===== src/rtl/mgf_pkg.sv =====
package mgf_pkg;

  // width of the saturated frame sum
  localparam int TOTAL_W = 32;

  localparam logic signed [TOTAL_W-1:0] TOTAL_MAX = 32'sh7FFF_FFFF;
  localparam logic signed [TOTAL_W-1:0] TOTAL_MIN = 32'sh8000_0000;

  // operations of the shared adder
  typedef enum logic {
    ALU_ADD,
    ALU_AVG
  } alu_op_t;

endpackage


===== src/rtl/mgf_if.sv =====
interface mgf_in_if #(
  parameter int SAMPLE_BITS = 16
);
  logic                          valid;
  logic                          ready;
  logic signed [SAMPLE_BITS-1:0] sample;
  logic                          frame_end;

  modport source (output valid, output sample, output frame_end, input ready);
  modport sink (input valid, input sample, input frame_end, output ready);
endinterface

interface mgf_out_if #(
  parameter int SAMPLE_BITS = 16
);
  import mgf_pkg::*;

  logic                          valid;
  logic                          ready;
  logic signed [SAMPLE_BITS-1:0] recovered;
  logic                          run_last;
  logic signed [TOTAL_W-1:0]     frame_total;

  modport source (output valid, output recovered, output run_last, output frame_total,
                  input ready);
  modport sink (input valid, input recovered, input run_last, input frame_total,
                output ready);
endinterface


===== src/rtl/mgf_alu.sv =====
module mgf_alu #(
  parameter int W = 22
) (
  input  mgf_pkg::alu_op_t op,
  input  logic signed [W-1:0] a,
  input  logic signed [W-1:0] b,
  output logic signed [W-1:0] y
);
  import mgf_pkg::*;

  logic signed [W-1:0] sum;
  logic signed [W-1:0] adj;

  // truncating average: add one to a negative sum before the halving shift
  always_comb begin
    sum = a + b;
    adj = sum + $signed({{(W-1){1'b0}}, sum[W-1]});
    unique case (op)
      ALU_ADD: y = sum;
      ALU_AVG: y = adj >>> 1;
      default: y = sum;
    endcase
  end

endmodule


===== src/rtl/mgf_store.sv =====
module mgf_store #(
  parameter int W     = 16,
  parameter int DEPTH = 64,
  parameter int AW    = 6
) (
  input  logic                clk,
  input  logic                frame_we,
  input  logic [AW-1:0]       frame_waddr,
  input  logic signed [W-1:0] frame_wdata,
  input  logic                nv_we,
  input  logic [AW-1:0]       nv_waddr,
  input  logic signed [W-1:0] nv_wdata,
  input  logic [AW-1:0]       raddr,
  output logic signed [W-1:0] frame_rdata,
  output logic signed [W-1:0] nv_rdata
);

  // frame samples, overwritten in place with recovered values
  logic signed [W-1:0] frame_mem [DEPTH];
  // nearest valid value to the right of each interior position
  logic signed [W-1:0] nv_mem [DEPTH];

  always_ff @(posedge clk) begin
    if (frame_we) begin
      frame_mem[frame_waddr] <= frame_wdata;
    end
    frame_rdata <= frame_mem[raddr];
  end

  always_ff @(posedge clk) begin
    if (nv_we) begin
      nv_mem[nv_waddr] <= nv_wdata;
    end
    nv_rdata <= nv_mem[raddr];
  end

endmodule


===== src/rtl/missing_sample_gap_filler_core.sv =====
// sequence: items are loaded one at a time; after the item that closes a frame of n
//   samples it runs the backward scan (none below three samples), the fill pass,
//   saturation and the output pass; no new frame is taken until its last result is
//   taken, and each result is held until the sink takes it; the fill pass uses the
//   single shared adder, and all passes share the one registered store read port
// reset: synchronous active-high rst returns to loading with an empty frame
module missing_sample_gap_filler_core #(
  parameter int MAX_LEN     = 64,
  parameter int SAMPLE_BITS = 16
) (
  input logic      clk,
  input logic      rst,
  mgf_in_if.sink   samples,
  mgf_out_if.source results
);
  import mgf_pkg::*;

  localparam int S      = SAMPLE_BITS;
  localparam int IDX_W  = (MAX_LEN > 1) ? $clog2(MAX_LEN) : 1;
  localparam int ACC_W  = S + IDX_W;
  localparam int SAT_W  = (ACC_W > TOTAL_W) ? ACC_W : TOTAL_W;

  // sequencer states
  localparam logic [3:0] LOAD     = 4'd0;
  localparam logic [3:0] SCAN_RD  = 4'd1;
  localparam logic [3:0] SCAN_WR  = 4'd2;
  localparam logic [3:0] FILL_RD  = 4'd3;
  localparam logic [3:0] FILL_AVG = 4'd4;
  localparam logic [3:0] FILL_ACC = 4'd5;
  localparam logic [3:0] SUM_SAT  = 4'd6;
  localparam logic [3:0] OUT_RD   = 4'd7;
  localparam logic [3:0] OUT_LD   = 4'd8;
  localparam logic [3:0] OUT_WAIT = 4'd9;

  logic [3:0]           state;
  // shared position: load count, scan index, fill index, output index
  logic [IDX_W-1:0]     pos;
  logic [IDX_W-1:0]     last_idx;

  // first sample recovery: first valid value seen so far
  logic signed [S-1:0]  f0;
  logic                 f0_ok;
  // last valid value among positions 1 .. pos-1
  logic signed [S-1:0]  lv;
  logic                 lv_ok;
  // recovered final sample
  logic signed [S-1:0]  fl;
  // running nearest valid value during the backward scan
  logic signed [S-1:0]  nearest;
  // last recovered value, left neighbor of the next one
  logic signed [S-1:0]  prev_f;
  logic signed [S-1:0]  f_reg;
  logic signed [ACC_W-1:0]   acc;
  logic signed [TOTAL_W-1:0] total;

  logic                 out_valid;
  logic signed [S-1:0]  out_sample;
  logic                 out_last;

  // load-side next values
  logic                 gap_in;
  logic                 end_now;
  logic signed [S-1:0]  f0_next;
  logic                 f0_ok_next;
  logic signed [S-1:0]  lv_next;
  logic                 lv_ok_next;
  logic signed [S-1:0]  fl_next;

  // store ports
  logic                 frame_we;
  logic signed [S-1:0]  frame_wdata;
  logic                 nv_we;
  logic [IDX_W-1:0]     rd_addr;
  logic signed [S-1:0]  frame_q;
  logic signed [S-1:0]  nv_q;

  // shared adder
  alu_op_t              alu_op;
  logic signed [ACC_W-1:0] alu_a;
  logic signed [ACC_W-1:0] alu_b;
  logic signed [ACC_W-1:0] alu_y;

  logic signed [S-1:0]  f_sel;
  logic signed [SAT_W-1:0] acc_x;
  logic signed [TOTAL_W-1:0] total_sat;

  mgf_store #(
    .W     (S),
    .DEPTH (MAX_LEN),
    .AW    (IDX_W)
  ) u_store (
    .clk         (clk),
    .frame_we    (frame_we),
    .frame_waddr (pos),
    .frame_wdata (frame_wdata),
    .nv_we       (nv_we),
    .nv_waddr    (pos),
    .nv_wdata    (nearest),
    .raddr       (rd_addr),
    .frame_rdata (frame_q),
    .nv_rdata    (nv_q)
  );

  mgf_alu #(
    .W (ACC_W)
  ) u_alu (
    .op (alu_op),
    .a  (alu_a),
    .b  (alu_b),
    .y  (alu_y)
  );

  // handshake: items are taken only while loading
  assign samples.ready       = (state == LOAD);
  assign results.valid       = out_valid;
  assign results.recovered   = out_sample;
  assign results.run_last    = out_last;
  assign results.frame_total = total;

  // load bookkeeping: first valid sample, last valid interior sample, final sample fill
  always_comb begin
    gap_in     = &samples.sample;
    end_now    = samples.frame_end || (pos == IDX_W'(MAX_LEN - 1));
    f0_next    = f0;
    f0_ok_next = f0_ok;
    lv_next    = lv;
    lv_ok_next = lv_ok;
    if (pos == '0) begin
      f0_next    = gap_in ? '0 : samples.sample;
      f0_ok_next = !gap_in;
      lv_ok_next = 1'b0;
    end else begin
      if (!f0_ok && !gap_in) begin
        f0_next    = samples.sample;
        f0_ok_next = 1'b1;
      end
      if (!gap_in) begin
        lv_next    = samples.sample;
        lv_ok_next = 1'b1;
      end
    end
    // missing final sample: last valid interior value, else the recovered first sample
    fl_next = gap_in ? (lv_ok ? lv : f0_next) : samples.sample;
  end

  // store read address: next position is prefetched while the current one is used
  always_comb begin
    unique case (state)
      SCAN_WR:            rd_addr = pos - IDX_W'(1);
      FILL_ACC, OUT_WAIT: rd_addr = pos + IDX_W'(1);
      default:            rd_addr = pos;
    endcase
  end

  // store writes: loaded samples, then recovered values in place; nearest values in scan
  always_comb begin
    frame_we    = (state == LOAD && samples.valid) || (state == FILL_ACC);
    frame_wdata = (state == LOAD) ? samples.sample : f_reg;
    nv_we       = (state == SCAN_WR);
  end

  // adder use: averaging in FILL_AVG, frame sum accumulation in FILL_ACC
  always_comb begin
    if (state == FILL_ACC) begin
      alu_op = ALU_ADD;
      alu_a  = acc;
      alu_b  = ACC_W'(f_reg);
    end else begin
      alu_op = ALU_AVG;
      alu_a  = ACC_W'(prev_f);
      alu_b  = ACC_W'(nv_q);
    end
  end

  // recovered value of the current position
  always_comb begin
    priority if (pos == '0) begin
      f_sel = f0;
    end else if (pos == last_idx) begin
      f_sel = fl;
    end else if (&frame_q) begin
      f_sel = alu_y[S-1:0];
    end else begin
      f_sel = frame_q;
    end
  end

  // clamp the frame sum into the 32-bit signed range
  always_comb begin
    acc_x = SAT_W'(acc);
    priority if (acc_x > SAT_W'(TOTAL_MAX)) begin
      total_sat = TOTAL_MAX;
    end else if (acc_x < SAT_W'(TOTAL_MIN)) begin
      total_sat = TOTAL_MIN;
    end else begin
      total_sat = acc_x[TOTAL_W-1:0];
    end
  end

  always_ff @(posedge clk) begin
    if (rst) begin
      state     <= LOAD;
      pos       <= '0;
      f0_ok     <= 1'b0;
      lv_ok     <= 1'b0;
      acc       <= '0;
      total     <= '0;
      out_valid <= 1'b0;
      out_last  <= 1'b0;
    end else begin
      unique case (state)
        LOAD: begin
          if (samples.valid) begin
            f0    <= f0_next;
            f0_ok <= f0_ok_next;
            lv    <= lv_next;
            lv_ok <= lv_ok_next;
            if (end_now) begin
              last_idx <= pos;
              fl       <= fl_next;
              nearest  <= fl_next;
              acc      <= '0;
              // interior positions exist only for three or more samples
              if ({1'b0, pos} >= (IDX_W + 1)'(2)) begin
                pos   <= pos - IDX_W'(1);
                state <= SCAN_RD;
              end else begin
                pos   <= '0;
                state <= FILL_RD;
              end
            end else begin
              pos <= pos + IDX_W'(1);
            end
          end
        end
        SCAN_RD: begin
          state <= SCAN_WR;
        end
        SCAN_WR: begin
          // frame_q holds the original sample at pos
          if (!(&frame_q)) begin
            nearest <= frame_q;
          end
          if (pos == IDX_W'(1)) begin
            pos   <= '0;
            state <= FILL_RD;
          end else begin
            pos <= pos - IDX_W'(1);
          end
        end
        FILL_RD: begin
          state <= FILL_AVG;
        end
        FILL_AVG: begin
          f_reg <= f_sel;
          state <= FILL_ACC;
        end
        FILL_ACC: begin
          acc    <= alu_y;
          prev_f <= f_reg;
          if (pos == last_idx) begin
            pos   <= '0;
            state <= SUM_SAT;
          end else begin
            pos   <= pos + IDX_W'(1);
            state <= FILL_AVG;
          end
        end
        SUM_SAT: begin
          total <= total_sat;
          state <= OUT_RD;
        end
        OUT_RD: begin
          state <= OUT_LD;
        end
        OUT_LD: begin
          out_sample <= frame_q;
          out_last   <= (pos == last_idx);
          out_valid  <= 1'b1;
          state      <= OUT_WAIT;
        end
        OUT_WAIT: begin
          if (results.ready) begin
            out_valid <= 1'b0;
            if (out_last) begin
              pos   <= '0;
              total <= '0;
              state <= LOAD;
            end else begin
              pos   <= pos + IDX_W'(1);
              state <= OUT_LD;
            end
          end
        end
        default: begin
          state <= LOAD;
        end
      endcase
    end
  end

endmodule


===== src/flat_wrapper.sv =====
// flat-port wrapper written by rule: the top's interface ports become plain ports
module missing_sample_gap_filler_core_flat import mgf_pkg::*;
#(
  parameter int MAX_LEN     = 64,
  parameter int SAMPLE_BITS = 16
)
  (clk, rst, samples_valid, samples_sample, samples_frame_end, samples_ready, results_valid, results_recovered, results_run_last, results_frame_total, results_ready);
  mgf_in_if #(.SAMPLE_BITS(SAMPLE_BITS)) samples_i ();
  mgf_out_if #(.SAMPLE_BITS(SAMPLE_BITS)) results_i ();
  input logic clk;
  input logic rst;
  input wire logic [$bits(samples_i.valid)-1:0] samples_valid;
  input wire logic [$bits(samples_i.sample)-1:0] samples_sample;
  input wire logic [$bits(samples_i.frame_end)-1:0] samples_frame_end;
  output wire logic [$bits(samples_i.ready)-1:0] samples_ready;
  output wire logic [$bits(results_i.valid)-1:0] results_valid;
  output wire logic [$bits(results_i.recovered)-1:0] results_recovered;
  output wire logic [$bits(results_i.run_last)-1:0] results_run_last;
  output wire logic [$bits(results_i.frame_total)-1:0] results_frame_total;
  input wire logic [$bits(results_i.ready)-1:0] results_ready;
  assign samples_i.valid = samples_valid;
  assign samples_i.sample = samples_sample;
  assign samples_i.frame_end = samples_frame_end;
  assign samples_ready = samples_i.ready;
  assign results_valid = results_i.valid;
  assign results_recovered = results_i.recovered;
  assign results_run_last = results_i.run_last;
  assign results_frame_total = results_i.frame_total;
  assign results_i.ready = results_ready;
  missing_sample_gap_filler_core #(.MAX_LEN(MAX_LEN), .SAMPLE_BITS(SAMPLE_BITS)) u_core (.clk(clk), .rst(rst), .samples(samples_i), .results(results_i));
endmodule

===== config.mk =====
export PLATFORM = sky130hd
export DESIGN_NAME = missing_sample_gap_filler_core_flat
export DESIGN_NICKNAME = d
export VERILOG_FILES = /design/src/rtl/mgf_pkg.sv /design/src/rtl/mgf_if.sv /design/src/rtl/mgf_alu.sv /design/src/rtl/mgf_store.sv /design/src/rtl/missing_sample_gap_filler_core.sv /design/src/flat_wrapper.sv
export SDC_FILE = /design/constraint.sdc
export NUM_CORES = 2
export LEC_CHECK = 0
export ABC_AREA = 1
export BUFFER_PORTS_ARGS = -buffer_cell sky130_fd_sc_hd__buf_2
export CORE_MARGIN = 2
export CORE_UTILIZATION = 35
export DETAILED_ROUTE_END_ITERATION = 16
export PLACE_DENSITY = 0.48
export SETUP_SLACK_MARGIN = 0.15
export SLEW_MARGIN = 20
export SYNTH_ARGS = -nofsm -noshare
export SYNTH_HDL_FRONTEND = slang
export SYNTH_HIERARCHICAL = 1
export SYNTH_SLANG_ARGS = --single-unit

===== constraint.sdc =====
create_clock -name clk -period 7.5 [get_ports clk]
set_input_delay 1.5 -clock clk [delete_from_list [all_inputs] [get_ports clk]]
set_output_delay 1.5 -clock clk [all_outputs]
set_load 0.05 [all_outputs]

==> results.md <==
* Via count at 63578
* Slowest-stage cell, CP: inv_4
* Area growth, synth to finish at 12.8%
* #FFs+latches synth at 2256
* Max Buffers Root-to-Sink at 3
* Design area at 0.107 mm^2
* Outcome: completed
* GPL Wtd Cong at 0.839
* Hold_buf cts at 0
* Period utilization at 69.9%
* Number of global-route vias before repair at 59763
* Die height at 524 um
* Largest family of logic cells by synthesized area: simple AND/OR/NAND/NOR gates
* Synth Area in Adders at 0.378%
* Crit-path max cell delay at 0.57 ns
* Worst-skew pair later-pin latency at 0.88 ns
* Mux contribution to synthesized area at 0%
* PD cells at 443 mW/mm^2
* Cts repair resizes at 0
* CTS tree: built
* Synth unique cells at 54
* DR WL/cell at 23.4 um
* Max_cap viols at 0
* Final setup viols at 0
* Routed WL at 288 mm
* Port bufs at 71
* Post-synthesis xor/xnor area fraction at 0.165%
* Clk sinks at 2256
* Final routed DRC violation total at 0
* Reg clk slew, reported paths at 0.06 ns
* Max-slew headroom at 26.4%
* Cell Area, Placed at 0.0994 mm^2
* H-tree depth at 4
* R2R Setup Slk at 2.26 ns
* CP startpoint: u_core/state[2]$_SDFFE_PP0P_
* Share of layout cells above drive strength 1 at 9.16%
* Layout Nets at 8581
* Crit path capture type: flop
* Rows at 191
* Die footprint at 0.275 mm^2
* Largest net degree at the start of global routing at 175
* DRT iter0 DRCs at 6710
* Worst Skew at 0.0842 ns
* Crit path time final at 5.24 ns
* Post-route setup TNS at 0 ns
* Worst r2r src: u_core/state[2]$_SDFFE_PP0P_
* Initial Utilization at 35.1%
* Syn Std Cell Area at 0.0948 mm^2
* Vias/cell at 5.16
* Final ANT Viol Nets at 0
* Critical setup path kind: reg -> reg
* Reg-to-Reg End: u_core/f_reg[15]$_DFFE_PP_
* Avg Cell Area, Syn at 11.1 um^2
* Worst min-delay path class: reg -> reg
* Clk root buf: clkbuf_16
* Postcts setup bufs at 0
* P_leak at 38.4 nW
* Synth Warn # at 6
* DR pass1 iterations at 6
* Grt total ovfl at 0
* Seq/Total Area, Yosys at 70.5%
* TritonCTS Buffers at 237
* CP Data Required Time at 8.12 ns
* CP dominant cell by count: nand2_1
* Largest registers: u_core/u_store/frame_mem: 1024 flops, u_core/u_store/nv_mem: 1024 flops
* Worst endpoint data arrival time at 5.86 ns
* Worst Setup EP: u_core/f_reg[15]$_DFFE_PP_
* Die span in x at 524 um
* Post-Syn Nets at 8573
* Reg2reg path depth at 31
* Max frequency at 0.191 GHz
* Post-Synth Simple-Gate Area at 24.3%
* Core Area at 0.270 mm^2
* RSZ-0062 raised after global routing: no
* Hold Fails Final Rpt at 0
* Synthesized netlist cell count at 8524
* Worst Tran Pin Value at 1.10 ns
* Critical Path Source Type: flop
* Total track usage at 20.5%
* Synth Area in Compound Gates at 1.09%
* Io pins at 72
* First-pass GRT wire length at 420 mm
* HPWL after DPL at 159 mm
* VDD IR-drop max at 0.000403 V
* Critical-path maximum fanout at 63
* Initial antenna violation count at 7
* Max-slew violations at 0
## metal layers
metal  up-vias  global-route usage (%)  part of all wire (%)  wire, um
met1     31731                    29.3                    45    130000
met2      1770                    33.4                    48    137000
met3       351                    2.34                   5.2     14900
met5         -                       0                     0         0
li1      29726                       -                     -         -
met4         0                    4.88                   2.2      6290
## Yosys cell counts (all sizes together)
cell | instances | area, um^2
or2 | 12 | 75.1
o211ai | 3 | 22.5
nand3b | 4 | 30.0
nand2 | 2945 | 11200
clkinv | 2 | 8.75
xnor2 | 2 | 25.0
o21ai | 59 | 329
nor3 | 21 | 121
and3 | 1 | 6.26
nand3 | 2042 | 10300
a31oi | 3 | 33.8
a2111oi | 1 | 15.0
nor2 | 262 | 1080
o221ai | 3 | 26.3
edfxtp | 2166 | 65000
o31ai | 1 | 7.51
inv | 220 | 831
ha | 27 | 338
nand4 | 24 | 163
buf | 415 | 2180
o21bai | 9 | 71.3
fa | 1 | 20.0
and2 | 1 | 6.26
dfxtp | 90 | 1800
nor4 | 6 | 62.6
clkbuf | 101 | 379
xor2 | 15 | 131
a21oi | 85 | 504
o22ai | 3 | 18.8
## area by class of cell
| cell class | instances | area (um^2) |
|---|---|---|
| flip-flops and latches | 2256 | 66800 |
| well taps | 3570 | 4470 |
| fillers | 25905 | 163000 |
| diodes | 4 | 10.0 |
| clock buffers | 336 | 6470 |
| multi-input cells | 5530 | 24900 |
| inverters | 222 | 873 |
| clock inverters | 109 | 1000 |
| repair buffers | 285 | 2270 |
## report_power, final
group | switching, W | leakage [nW] | internal (W)
clock | 0.00496 | 3.62 | 0.00641
combinational | 0.0152 | 14.6 | 0.00471
sequential | 0.000354 | 20.3 | 0.0157
total | 0.0205 | 38.4 | 0.0268
## layout by cell type (no fill, tap or decap), drive strengths merged
cell      synthesis  layout
a31oi             3       3
or2              12      12
o22ai             3       3
nor2            262     262
xor2             15      15
clkinv            2      91
xnor2             2       2
o21bai            9       9
edfxtp         2166    2166
fa                1       1
clkinvlp          0       2
ha               27      27
dfxtp            90      90
inv             220     226
and2              1       1
diode             0       4
o211ai            3       3
a2111oi           1       1
and3              1       1
nand4            24      24
o31ai             1       1
bufinv            0      12
clkbuf          101     336
nor4              6       6
nor3             21      21
o221ai            3       3
nand2          2945    2945
buf             415     285
o21ai            59      59
nand3          2042    2042
a21oi            85      85
nand3b            4       4
## metrics by stage
stage / hold WS [ns] / utilization (%) / std cells / worst slack, ns / total power, W
floorplan: 0.437 / - / 8524 / 2.71 / 0.0285
global placement: 0.454 / 36.8 / 11863 / 2.32 / 0.0363
detailed placement: 0.454 / 36.8 / 11863 / 2.30 / 0.0364
CTS: 0.464 / 39.6 / 12308 / 2.27 / 0.0478
global route: 0.480 / 39.6 / 12309 / 1.62 / 0.0500
finish: 0.460 / 39.6 / 12312 / 2.26 / 0.0474
## worst min-delay path by stage
stage | from | end | slack [ns] | cells after the start
floorplan | u_core/lv_ok$_SDFFE_PP0P_ | u_core/lv_ok$_SDFFE_PP0P_ | 0.44 | 2
detailed placement | u_core/results.frame_total[9]$_SDFFE_PP0P_ | u_core/results.frame_total[9]$_SDFFE_PP0P_ | 0.45 | 2
global route | u_core/results.frame_total[12]$_SDFFE_PP0P_ | u_core/results.frame_total[12]$_SDFFE_PP0P_ | 0.48 | 2
CTS | u_core/results.frame_total[0]$_SDFFE_PP0P_ | u_core/results.frame_total[0]$_SDFFE_PP0P_ | 0.46 | 2
finish | u_core/results.frame_total[0]$_SDFFE_PP0P_ | u_core/results.frame_total[0]$_SDFFE_PP0P_ | 0.46 | 2
global placement | u_core/lv_ok$_SDFFE_PP0P_ | u_core/lv_ok$_SDFFE_PP0P_ | 0.45 | 2
## critical path: cells and delay by family (launching register included)
| family | cells | cell delay (ns) |
|---|---|---|
| AOI/OAI and AO/OA | 2 | 0.32 |
| DFF | 1 | 0.46 |
| and+or+nand+nor | 22 | 2.79 |
| adders and majority gates | 2 | 0.52 |
| buffers and inverters | 5 | 0.88 |
## cells by family (layout without fill, tap and decap cells)
family / count (synthesis) / after routing
and+or+nand+nor: 5318 / 5318
DFF: 2256 / 2256
adders and majority gates: 28 / 28
AOI/OAI and AO/OA: 167 / 167
xor gates and xnor gates: 17 / 17
buffers and inverters: 738 / 952
other: 0 / 4
No activity file was read; power rests on OpenSTA's default activity.
